File: src/design/in_order_completion_buffer_assert.svh
`ifndef IN_ORDER_COMPLETION_BUFFER_ASSERT_SVH
`define IN_ORDER_COMPLETION_BUFFER_ASSERT_SVH

// same-cycle implication, checked on every rising edge out of reset
`define IOCB_ASSERT(lbl, ante, cons) \
  lbl: assert property (@(posedge clk_i) disable iff (!rst_ni) (ante) |-> (cons)) \
    else $error("iocb assertion failed");

// next-cycle implication
`define IOCB_ASSERT_NEXT(lbl, ante, cons) \
  lbl: assert property (@(posedge clk_i) disable iff (!rst_ni) (ante) |=> (cons)) \
    else $error("iocb assertion failed");

`endif

File: src/design/iocb_pkg.sv
package iocb_pkg;

  localparam int unsigned ID_W   = 16;
  localparam int unsigned TIME_W = 32;

  typedef enum logic [1:0] {
    MODE_START = 2'd0,
    MODE_END   = 2'd1,
    MODE_DRAIN = 2'd2,
    MODE_NONE  = 2'd3
  } mode_e;

  typedef enum logic [2:0] {
    KIND_RETIRED = 3'd0,
    KIND_PENDING = 3'd1,
    KIND_EMPTY   = 3'd2,
    KIND_FULL    = 3'd3,
    KIND_DUP     = 3'd4
  } kind_e;

  typedef enum logic [1:0] {
    OP_HOLD   = 2'd0,
    OP_INSERT = 2'd1,
    OP_UPDATE = 2'd2,
    OP_SHIFT  = 2'd3
  } op_e;

  typedef enum logic [1:0] {
    S_IDLE  = 2'd0,
    S_EXEC  = 2'd1,
    S_DRAIN = 2'd2
  } state_e;

  typedef struct packed {
    logic              valid;
    logic              done;
    logic [ID_W-1:0]   id;
    logic [TIME_W-1:0] start_time;
    logic [TIME_W-1:0] end_time;
  } entry_t;

  typedef struct packed {
    op_e               op;
    logic [ID_W-1:0]   key_id;
    logic [TIME_W-1:0] key_time;
  } cell_ctl_t;

  localparam entry_t EMPTY_ENTRY = '{valid: 1'b0, done: 1'b0, id: '0,
                                     start_time: '0, end_time: '0};

endpackage

File: src/design/iocb_cell.sv
module iocb_cell (
  input  logic               clk_i,
  input  logic               rst_ni,
  input  iocb_pkg::cell_ctl_t ctl_i,
  input  iocb_pkg::entry_t   prev_i,
  input  iocb_pkg::entry_t   next_i,
  input  logic               prev_gt_i,
  input  logic               prev_lt_i,
  output iocb_pkg::entry_t   entry_o,
  output logic               gt_o,
  output logic               lt_o,
  output logic               hit_o
);
  import iocb_pkg::*;

  logic              valid_q, valid_d;
  logic              done_q, done_d;
  logic [ID_W-1:0]   id_q, id_d;
  logic [TIME_W-1:0] start_q, start_d;
  logic [TIME_W-1:0] end_q, end_d;
  entry_t            entry_q, entry_d;
  logic              open;

  assign entry_q = '{valid: valid_q, done: done_q, id: id_q,
                     start_time: start_q, end_time: end_q};
  assign entry_o = entry_q;

  assign gt_o  = valid_q && (start_q > ctl_i.key_time);
  assign lt_o  = valid_q && (start_q < ctl_i.key_time);
  assign hit_o = valid_q && ((id_q == ctl_i.key_id) || (start_q == ctl_i.key_time));
  assign open  = !valid_q || gt_o;

  always_comb begin
    entry_d = entry_q;
    unique case (ctl_i.op)
      OP_INSERT: begin
        if (prev_gt_i) begin
          entry_d = prev_i;
        end else if (prev_lt_i && open) begin
          entry_d = '{valid: 1'b1, done: 1'b0, id: ctl_i.key_id,
                      start_time: ctl_i.key_time, end_time: '0};
        end
      end
      OP_UPDATE: begin
        if (valid_q && (id_q == ctl_i.key_id)) begin
          entry_d.end_time = ctl_i.key_time;
          entry_d.done     = 1'b1;
        end
      end
      OP_SHIFT: begin
        entry_d = next_i;
      end
      default: begin
        entry_d = entry_q;
      end
    endcase
  end

  assign valid_d = entry_d.valid;
  assign done_d  = entry_d.done;
  assign id_d    = entry_d.id;
  assign start_d = entry_d.start_time;
  assign end_d   = entry_d.end_time;

  always_ff @(posedge clk_i or negedge rst_ni) begin
    if (!rst_ni) begin
      valid_q <= 1'b0;
      done_q  <= 1'b0;
    end else begin
      valid_q <= valid_d;
      done_q  <= done_d;
    end
  end

  always_ff @(posedge clk_i) begin
    id_q    <= id_d;
    start_q <= start_d;
    end_q   <= end_d;
  end

endmodule

File: src/design/in_order_completion_buffer.sv
// in_order_completion_buffer
// Holds up to DEPTH process entries sorted by start time in a row of cells.
// Input channel (in_valid_i/in_ready_o): mode_i, proc_id_i, time_value_i.
//   start inserts an entry (rejected if its id or start time is already held
//   or the row is full), end marks the entry with that id done, drain retires done entries from the head in order.
// Output channel (out_valid_o/out_ready_i): kind_o, out_id_o, out_start_o,
//   out_end_o, last_o; last_o marks the final word caused by an input word.
// Sequence: a start or end word is accepted, then compared across all cells
//   at once in the exec state; a rejected start loads its word into the output
//   register at the end of that compare, once the output register is free.
// In a drain the head cell is read and the row shifts by one cell per cycle,
//   one output word per cycle while the output register is free.
// in_ready_o is high only between words; a word may be accepted while the
//   previous result still waits in the output register.
// When the receiver stalls, a rejected start or a drain holds its word and
//   waits, with the cell row frozen, until the output register frees up.
// Reset clears all valid and done bits, the control state and out_valid_o;
//   the block is ready to accept a word as soon as reset is released.
module in_order_completion_buffer #(
  parameter int unsigned DEPTH = 16
) (
  input  logic        clk_i,
  input  logic        rst_ni,
  input  logic        in_valid_i,
  output logic        in_ready_o,
  input  logic [1:0]  mode_i,
  input  logic [15:0] proc_id_i,
  input  logic [31:0] time_value_i,
  output logic        out_valid_o,
  input  logic        out_ready_i,
  output logic [2:0]  kind_o,
  output logic [15:0] out_id_o,
  output logic [31:0] out_start_o,
  output logic [31:0] out_end_o,
  output logic        last_o
);
  import iocb_pkg::*;

  `include "in_order_completion_buffer_assert.svh"

  state_e            state_q, state_d;
  mode_e             cmd_mode_q;
  logic [ID_W-1:0]   cmd_id_q;
  logic [TIME_W-1:0] cmd_time_q;

  cell_ctl_t         ctl;
  entry_t            entries [DEPTH];
  logic [DEPTH-1:0]  gt, lt, hit;
  logic              dup, full, out_free, in_fire;

  logic              out_valid_q, out_valid_d;
  logic              out_load;
  kind_e             out_kind_q, out_kind_d;
  logic [ID_W-1:0]   out_id_q, out_id_d;
  logic [TIME_W-1:0] out_start_q, out_start_d;
  logic [TIME_W-1:0] out_end_q, out_end_d;
  logic              out_last_q, out_last_d;

  for (genvar i = 0; i < DEPTH; i++) begin : g_cell
    entry_t prev_e, next_e;
    logic   prev_gt, prev_lt;
    if (i == 0) begin : g_head
      assign prev_e  = EMPTY_ENTRY;
      assign prev_gt = 1'b0;
      assign prev_lt = 1'b1;
    end else begin : g_body
      assign prev_e  = entries[i-1];
      assign prev_gt = gt[i-1];
      assign prev_lt = lt[i-1];
    end
    if (i == DEPTH - 1) begin : g_tail
      assign next_e = EMPTY_ENTRY;
    end else begin : g_mid
      assign next_e = entries[i+1];
    end
    iocb_cell u_cell (
      .clk_i     (clk_i),
      .rst_ni    (rst_ni),
      .ctl_i     (ctl),
      .prev_i    (prev_e),
      .next_i    (next_e),
      .prev_gt_i (prev_gt),
      .prev_lt_i (prev_lt),
      .entry_o   (entries[i]),
      .gt_o      (gt[i]),
      .lt_o      (lt[i]),
      .hit_o     (hit[i])
    );
  end

  assign dup      = |hit;
  assign full     = entries[DEPTH-1].valid;
  assign out_free = !out_valid_q || out_ready_i;
  assign in_ready_o = (state_q == S_IDLE);
  assign in_fire  = in_valid_i && in_ready_o;

  always_comb begin
    state_d      = state_q;
    ctl.op       = OP_HOLD;
    ctl.key_id   = cmd_id_q;
    ctl.key_time = cmd_time_q;
    out_load     = 1'b0;
    out_kind_d   = KIND_EMPTY;
    out_id_d     = '0;
    out_start_d  = '0;
    out_end_d    = '0;
    out_last_d   = 1'b1;
    unique case (state_q)
      S_IDLE: begin
        if (in_valid_i) begin
          unique case (mode_e'(mode_i))
            MODE_START, MODE_END: state_d = S_EXEC;
            MODE_DRAIN:           state_d = S_DRAIN;
            default:              state_d = S_IDLE;
          endcase
        end
      end
      S_EXEC: begin
        if (cmd_mode_q == MODE_START) begin
          if (dup || full) begin
            if (out_free) begin
              out_load   = 1'b1;
              out_kind_d = dup ? KIND_DUP : KIND_FULL;
              out_id_d   = cmd_id_q;
              state_d    = S_IDLE;
            end
          end else begin
            ctl.op  = OP_INSERT;
            state_d = S_IDLE;
          end
        end else begin
          ctl.op  = OP_UPDATE;
          state_d = S_IDLE;
        end
      end
      S_DRAIN: begin
        if (out_free) begin
          out_load = 1'b1;
          if (entries[0].valid && entries[0].done) begin
            out_kind_d  = KIND_RETIRED;
            out_id_d    = entries[0].id;
            out_start_d = entries[0].start_time;
            out_end_d   = entries[0].end_time;
            out_last_d  = 1'b0;
            ctl.op      = OP_SHIFT;
          end else if (entries[0].valid) begin
            out_kind_d  = KIND_PENDING;
            out_id_d    = entries[0].id;
            out_start_d = entries[0].start_time;
            state_d     = S_IDLE;
          end else begin
            state_d = S_IDLE;
          end
        end
      end
      default: begin
        state_d = S_IDLE;
      end
    endcase
  end

  assign out_valid_d = out_load ? 1'b1 : (out_ready_i ? 1'b0 : out_valid_q);

  always_ff @(posedge clk_i or negedge rst_ni) begin
    if (!rst_ni) begin
      state_q     <= S_IDLE;
      out_valid_q <= 1'b0;
    end else begin
      state_q     <= state_d;
      out_valid_q <= out_valid_d;
    end
  end

  always_ff @(posedge clk_i) begin
    if (in_fire) begin
      cmd_mode_q <= mode_e'(mode_i);
      cmd_id_q   <= proc_id_i;
      cmd_time_q <= time_value_i;
    end
    if (out_load) begin
      out_kind_q  <= out_kind_d;
      out_id_q    <= out_id_d;
      out_start_q <= out_start_d;
      out_end_q   <= out_end_d;
      out_last_q  <= out_last_d;
    end
  end

  assign out_valid_o = out_valid_q;
  assign kind_o      = out_kind_q;
  assign out_id_o    = out_id_q;
  assign out_start_o = out_start_q;
  assign out_end_o   = out_end_q;
  assign last_o      = out_last_q;

  // entries stay packed toward the head and sorted by start time
  `IOCB_ASSERT(a_head_compact, entries[1].valid, entries[0].valid)
  `IOCB_ASSERT(a_head_sorted, entries[0].valid && entries[1].valid,
               entries[0].start_time < entries[1].start_time)
  `IOCB_ASSERT(a_no_insert_full, ctl.op == OP_INSERT, !full)
  `IOCB_ASSERT_NEXT(a_last_frees_input, out_load && out_last_d, in_ready_o)

endmodule
File: config.mk
export PLATFORM = sky130hd
export DESIGN_NAME = in_order_completion_buffer
export DESIGN_NICKNAME = d
export VERILOG_FILES = /design/src/design/iocb_pkg.sv /design/src/design/iocb_cell.sv /design/src/design/in_order_completion_buffer.sv
export VERILOG_INCLUDE_DIRS = /design/src /design/src/design
export SDC_FILE = /design/constraint.sdc
export NUM_CORES = 2
export LEC_CHECK = 0
export BUFFER_PORTS_ARGS = -buffer_cell sky130_fd_sc_hd__buf_2
export CELL_PAD_IN_SITES_DETAIL_PLACEMENT = 0
export CELL_PAD_IN_SITES_GLOBAL_PLACEMENT = 2
export CORE_ASPECT_RATIO = 1.5
export CORE_MARGIN = 3
export CORE_UTILIZATION = 41
export CTS_CLUSTER_DIAMETER = 50
export CTS_CLUSTER_SIZE = 14
export DETAILED_ROUTE_END_ITERATION = 8
export PLACE_DENSITY_LB_ADDON = 0.2
export REMOVE_ABC_BUFFERS = 1
export SYNTH_ARGS = -nofsm -noshare
export SYNTH_HDL_FRONTEND = slang
export SYNTH_SLANG_ARGS = --single-unit
File: constraint.sdc
create_clock -name clk_i -period 13.9 [get_ports clk_i]
set_input_delay 2.78 -clock clk_i [delete_from_list [all_inputs] [get_ports clk_i]]
set_output_delay 2.78 -clock clk_i [all_outputs]
set_load 0.01 [all_outputs]
== Yosys cells after proc, flatten, opt, wreduce, memory -nomap -nowiden ==
Index checks and enable logic that the tools add are counted.
Word-level totals
  register bits: 1449
  input port bits: 54
  logic and storage cells: 534
Operators by class
  order comparisons: 31
  eq/ne operators: 75
  mux-type cells: 164
  reductions and logical operators: 174
Operators by type and width (count)
  $mux 82: 31
  $pmux 32 s3: 16
  $pmux 48 s2: 16
  $mux 32: 18
  $eq 32x32->1: 16
  $gt 32x32->1: 16
  $lt 32x32->1: 15
  $eq 16x16->1: 16
  $mux 16: 6
  $logic_and 1x1->1: 80
  $reduce_and 3->1: 17
  $pmux 1 s3: 16
  $ne 3x1->1 const B: 15
  $logic_or 1x1->1: 34
  $ne 2x1->1 const B: 17
  $pmux 1 s2: 17
  $reduce_and 2->1: 17
  $pmux 16 s2: 1
  $mux 2: 12
  $mux 1: 23
  $logic_not 1->1: 17
  $reduce_or 16->1: 1
  $mux 3: 4
  $eq 2x2->1 const B: 4
  other kinds (11): 19

== Depth between registers and ports, before layout ==
  depth after elaboration: 11
  depth in mapped cells: 14

== By module ==
Synthesis repeated with hierarchy kept, for this count alone.
Second synthesis, totals
  cell total of the unflattened synthesis: 8649
  area, all modules: 89437.0 sq um
Modules (own cells, without submodules)
  iocb_cell (g_cell[0].u_cell ...): times used 10, cells an instance 529, area an instance 5298.8 sq um, sequential area each 2452.4 sq um
  iocb_cell (g_cell[4].u_cell ...): times used 6, cells an instance 513, area an instance 5228.8 sq um, sequential area each 2452.4 sq um
  in_order_completion_buffer: times used 1, cells an instance 281, area an instance 5076.1 sq um, sequential area each 4098.9 sq um

== Least setup slack after synthesis ==
OpenSTA, ideal clock, no wires.
  path type: input to register
  from: input port out_ready_i
  to: register out_kind_q[0] (netlist: kind_o[0]) (enable)
  arrival time: 6950 ps
  data required time: 13363 ps
  path slack: 6413 ps
  cell stages on the path: 4
  buffers on the path: 0
  cells stage by stage: nand2b_1 -> and3_1 -> a22oi_1 -> nor2b_1
On the way
  longest elaborated chain between the ends: 5
RTL lines
  start: declaration: line in_order_completion_buffer.sv:30  | input logic out_ready_i,
  $logic_or 1x1->1 *: line in_order_completion_buffer.sv:93  | assign out_free = !out_valid_q || out_ready_i;
  $mux 1 *: line in_order_completion_buffer.sv:121, in_order_completion_buffer.sv:137
  $mux 1: line in_order_completion_buffer.sv:120  | if (dup || full) begin
  $mux 1: line in_order_completion_buffer.sv:119  | if (cmd_mode_q == MODE_START) begin
  $pmux 1 s2 *: line in_order_completion_buffer.sv:108  | unique case (state_q)
  net out_load: line in_order_completion_buffer.sv:52  | logic out_load;
  end signal: assignment: line in_order_completion_buffer.sv:181  | out_kind_q <= out_kind_d;
  end: declaration: line in_order_completion_buffer.sv:53  | kind_e out_kind_q, out_kind_d;
The timed path passes the listed nets; every way through them passes the cells marked *.
A chain may end at the register's enable or synchronous reset.

== Final worst setup path ==
  from: register cmd_time_q[26]
  to: register out_start_q[24] (netlist: out_start_o[24]) (enable)
On the way
  longest elaborated chain between the ends: 8
  elaborated cells between the ends (all ways): 53
RTL lines
  start: declaration: line in_order_completion_buffer.sv:44  | logic [TIME_W-1:0] cmd_time_q;
  start signal: assignment: line in_order_completion_buffer.sv:178  | cmd_time_q <= time_value_i;
  $eq 32x32->1: line iocb_cell.sv:30  | assign hit_o = valid_q && ((id_q == ctl_i.key_id) || (start_q == ctl_i.key_time));
  $logic_or 1x1->1: line iocb_cell.sv:30
  $logic_and 1x1->1: line iocb_cell.sv:30
  $reduce_or 16->1 *: line in_order_completion_buffer.sv:91  | assign dup = |hit;
  $logic_or 1x1->1 *: line in_order_completion_buffer.sv:120
  $mux 1 *: line in_order_completion_buffer.sv:120
  $mux 1 *: line in_order_completion_buffer.sv:119
  $pmux 1 s2 *: line in_order_completion_buffer.sv:108
  net out_load: line in_order_completion_buffer.sv:52
  end signal: assignment: line in_order_completion_buffer.sv:183  | out_start_q <= out_start_d;
  end: declaration: line in_order_completion_buffer.sv:55  | logic [TIME_W-1:0] out_start_q, out_start_d;
Marks and branches as above.

==> impl_metrics.toml <==
[status]
outcome = "complete, but fails checks"
violations = "max-capacitance violations"

[clocking]
cts_tree = "yes"
path_clk_slew_ns = 0.06
cts_resized = 0
clkLatencyLatePin_ns = 0.84
cts-root-buf = "clkbuf_16"
post_cts_buffers = 0
htree_levels = 4
ctsLongestPathBuffers = 4
cts_hold_buf = 0
clkSinkCount = 1449
cts_buffers = 167

[global_routing]
grt_usage = 0.2964
grt_pass1_wl_um = 437100
grt-ovfl-total = 0
grt_pass1_vias = 59080
grt_max_degree = 285
antenna_found_initial = 5

[flow_run]
maxCapViolCount = 1

[layout]
area_delta_synth_final_pct = 10.86
multi_input_area_sq_um = 35340
num-nets-final = 7344
fillers = 18100
seq_area_sq_um = 43340
drive_gt1_frac = 0.09138

[yosys]
synth_cell_types = 78
syn_area_per_cell_sq_um = 11.80
synth_warnings = 0
synthFlopType = "edfxtp_1"
synth_seq_cells = 1449
synth_edf_count = 1414
yosysSeqAreaShare = 0.5375
synthCells = 6835
async_flop_share = 0.02415
netlist_area_sq_um = 80630

[floorplanning]
initial_utilization = 0.4141
core-area_sq_um = 194700
die_y_um = 549.1
io_pins = 140
die_area_sq_um = 202100
rows = 198
chipWidth_um = 368.1

[sta]
finalCritPeriodShare = 0.5335
hold_viol_final = 0
tns_ns = 0
slew-limit-headroom = 0.01306
whs_ns = 0.5262
fmax_mhz = 134.8
skew_ns = 0.04977
rsz0062_at_grt = "false"
fin_crit_ns = 7.416
finalMaxSlewViolations = 0
setup_viol = 0
tightestPinTransition_ns = 1.460

[routing]
ant_nets = 0
routed_wl_um = 307800
vias_per_cell = 6.243
wl_per_cell_um = 32.43
dr_total_vias = 59240
dr.first_iter.drc_count = 6088
drtPass1Iterations = 6
drcViolationCount = 0

[worst_setup_path]
crit_path_end_kind = "flip-flop"
crit_path_start_kind = "flip-flop"
path_class = "reg2reg"
worst-path-max-fanout = 45
reg2regPathDepth = 12
critPathRequiredTime_ns = 14.34
arrival_ns = 7.85

[placement]
gp_congestion = 0.9346
dpl.hpwl_um = 209500
io_buffers = 139

[power]
p_leak_nw = 33.70
ir_drop_mv = 0.1338
p_per_area_nw_per_um2 = 217.9

[min_path]
hold_depth = 2
hp-class = "reg2reg"
==> synth_stat cells, drive strengths merged, types with 13 or more instances <==
master | instances | area, sq um
a221oi | 13 | 113.9
mux2i | 720 | 7207
edfxtp | 1414 | 42460
xor2 | 105 | 919.6
a32o | 19 | 190.2
ha | 515 | 6444
a221o | 456 | 4564
buf | 140 | 674.4
nand3 | 75 | 385.4
dfrtp | 35 | 875.8
nor2 | 175 | 659.4
and2 | 42 | 262.8
a211oi | 24 | 180.2
clkbuf | 374 | 1404
nor4 | 56 | 350.3
a21oi | 202 | 1011
nor2b | 21 | 131.4
inv | 91 | 341.6
and3 | 51 | 319.1
o211ai | 35 | 262.8
nand2 | 868 | 3261
a21o | 106 | 795.8
and4 | 17 | 151.4
nand4 | 146 | 919.6
o21ai | 792 | 3964
nor3 | 37 | 185.2
xnor2 | 151 | 1323
==> state kept, by name, summed over array words and instances (netlist names) <==
| register | flops |
|---|---|
| cmd_id_q | 16 |
| cmd_mode_q | 2 |
| cmd_time_q | 32 |
| g_cell.u_cell.done_q | 16 |
| g_cell.u_cell.end_q | 512 |
| g_cell.u_cell.id_q | 256 |
| g_cell.u_cell.start_q | 512 |
| g_cell.u_cell.valid_q | 16 |
| kind_o | 3 |
| last_o | 1 |
| out_end_o | 32 |
| out_id_o | 16 |
| out_start_o | 32 |
| out_valid_o | 1 |
| state_q | 2 |
==> layout by cell type (no fill, tap or decap), types with 20 or more instances in the layout <==
cell,n
o21ai_0,789
nand3_1,70
dfrtp_1,34
nor2b_1,20
nor2_1,152
buf_2,139
xnor2_1,151
nor3_1,35
clkbuf_16,169
a21oi_1,197
a211oi_1,24
a221o_1,453
ha_1,515
inv_1,89
nor4_1,51
mux2i_1,720
edfxtp_1,1414
a21o_1,101
nand2_1,861
and2_1,40
o211ai_1,35
xor2_1,105
nand4_1,145
and3_1,50
buf_4,143
==> area by class of cell <==
class	count	area share
sequential	1449	0.4848
multi-input combinational	4781	0.3954
clock buffer	186	0.04802
tap	2600	0.03639
timing repair buffer	285	0.02046
clock inverter	91	0.01092
inverter	91	0.003821
antenna	7	0.0001960
==> power by group <==
group	total, mW	switching, mW	internal (mW)
combinational	7.65	5.02	2.63
sequential	7.36	0.839	6.52
clock	4.46	1.97	2.49
total	19.5	7.83	11.6
==> worst max-delay path, cell delays in order, from the launching register on <==
cell and delay, ns:
edfxtp_1 0.81, inv_1 0.71, ha_1 0.55, nand4_1 0.12
nor4_1 1.13, nand4_1 0.50, or2_2 0.50, o311a_1 0.21
and4_4 0.25, nand3_2 0.34, a22oi_1 0.19, nor2b_4 0.89
buf_4 0.74
==> cells by family after synthesis <==
group | after synthesis | share of synthesized area
AO/OA/AOI/OAI | 1748 | 0.1482
AND/OR/NAND/NOR | 1540 | 0.08696
flip-flops | 1449 | 0.5375
multiplexers | 722 | 0.08966
buffers and inverters | 605 | 0.03001
adder cells (fa/ha/maj) | 515 | 0.07992
XOR/XNOR | 256 | 0.02781
==> per-layer routing <==
metal,vias up,global-route usage,wire (um),share of wire
li1,26240,-,-,-
met1,30250,0.3615,121000,0.39
met2,2177,0.5201,154600,0.50
met3,576,0.03567,15610,0.051
met4,2,0.1412,16520,0.054
met5,-,0,11,0.000036
==> path summary, 6_finish.rpt <==
check	from	slack, ns	end
max reg2reg	cmd_time_q[26]	6.48	out_start_o[24]
min in group asynchronous	rst_ni	2.02	g_cell[3].u_cell.done_q
min	g_cell[15].u_cell.start_q[3]	0.53	g_cell[14].u_cell.start_q[3]
max	cmd_time_q[26]	6.48	out_start_o[24]
max in group asynchronous	rst_ni	11.44	g_cell[0].u_cell.done_q
min reg2reg	g_cell[15].u_cell.start_q[3]	0.53	g_cell[14].u_cell.start_q[3]
==> per-stage QoR <==
stage / instance area [sq um] / total power [mW] / worst slack, ns / util / cells
4_1_cts: 89370 / 19.53 / 6.514 / 0.4589 / 9483
6_report: 89390 / 19.48 / 6.484 / 0.4591 / 9490
3_3_place_gp: 84080 / 14.86 / 5.897 / 0.4318 / 9205
2_1_floorplan: 78550 / 13.34 / -28.15 / - / 6321
5_1_grt: 89380 / 20.34 / 6.345 / 0.4590 / 9486
3_5_place_dp: 84100 / 15.04 / 6.527 / 0.4319 / 9206
No activity file was read; power rests on OpenSTA's default activity.
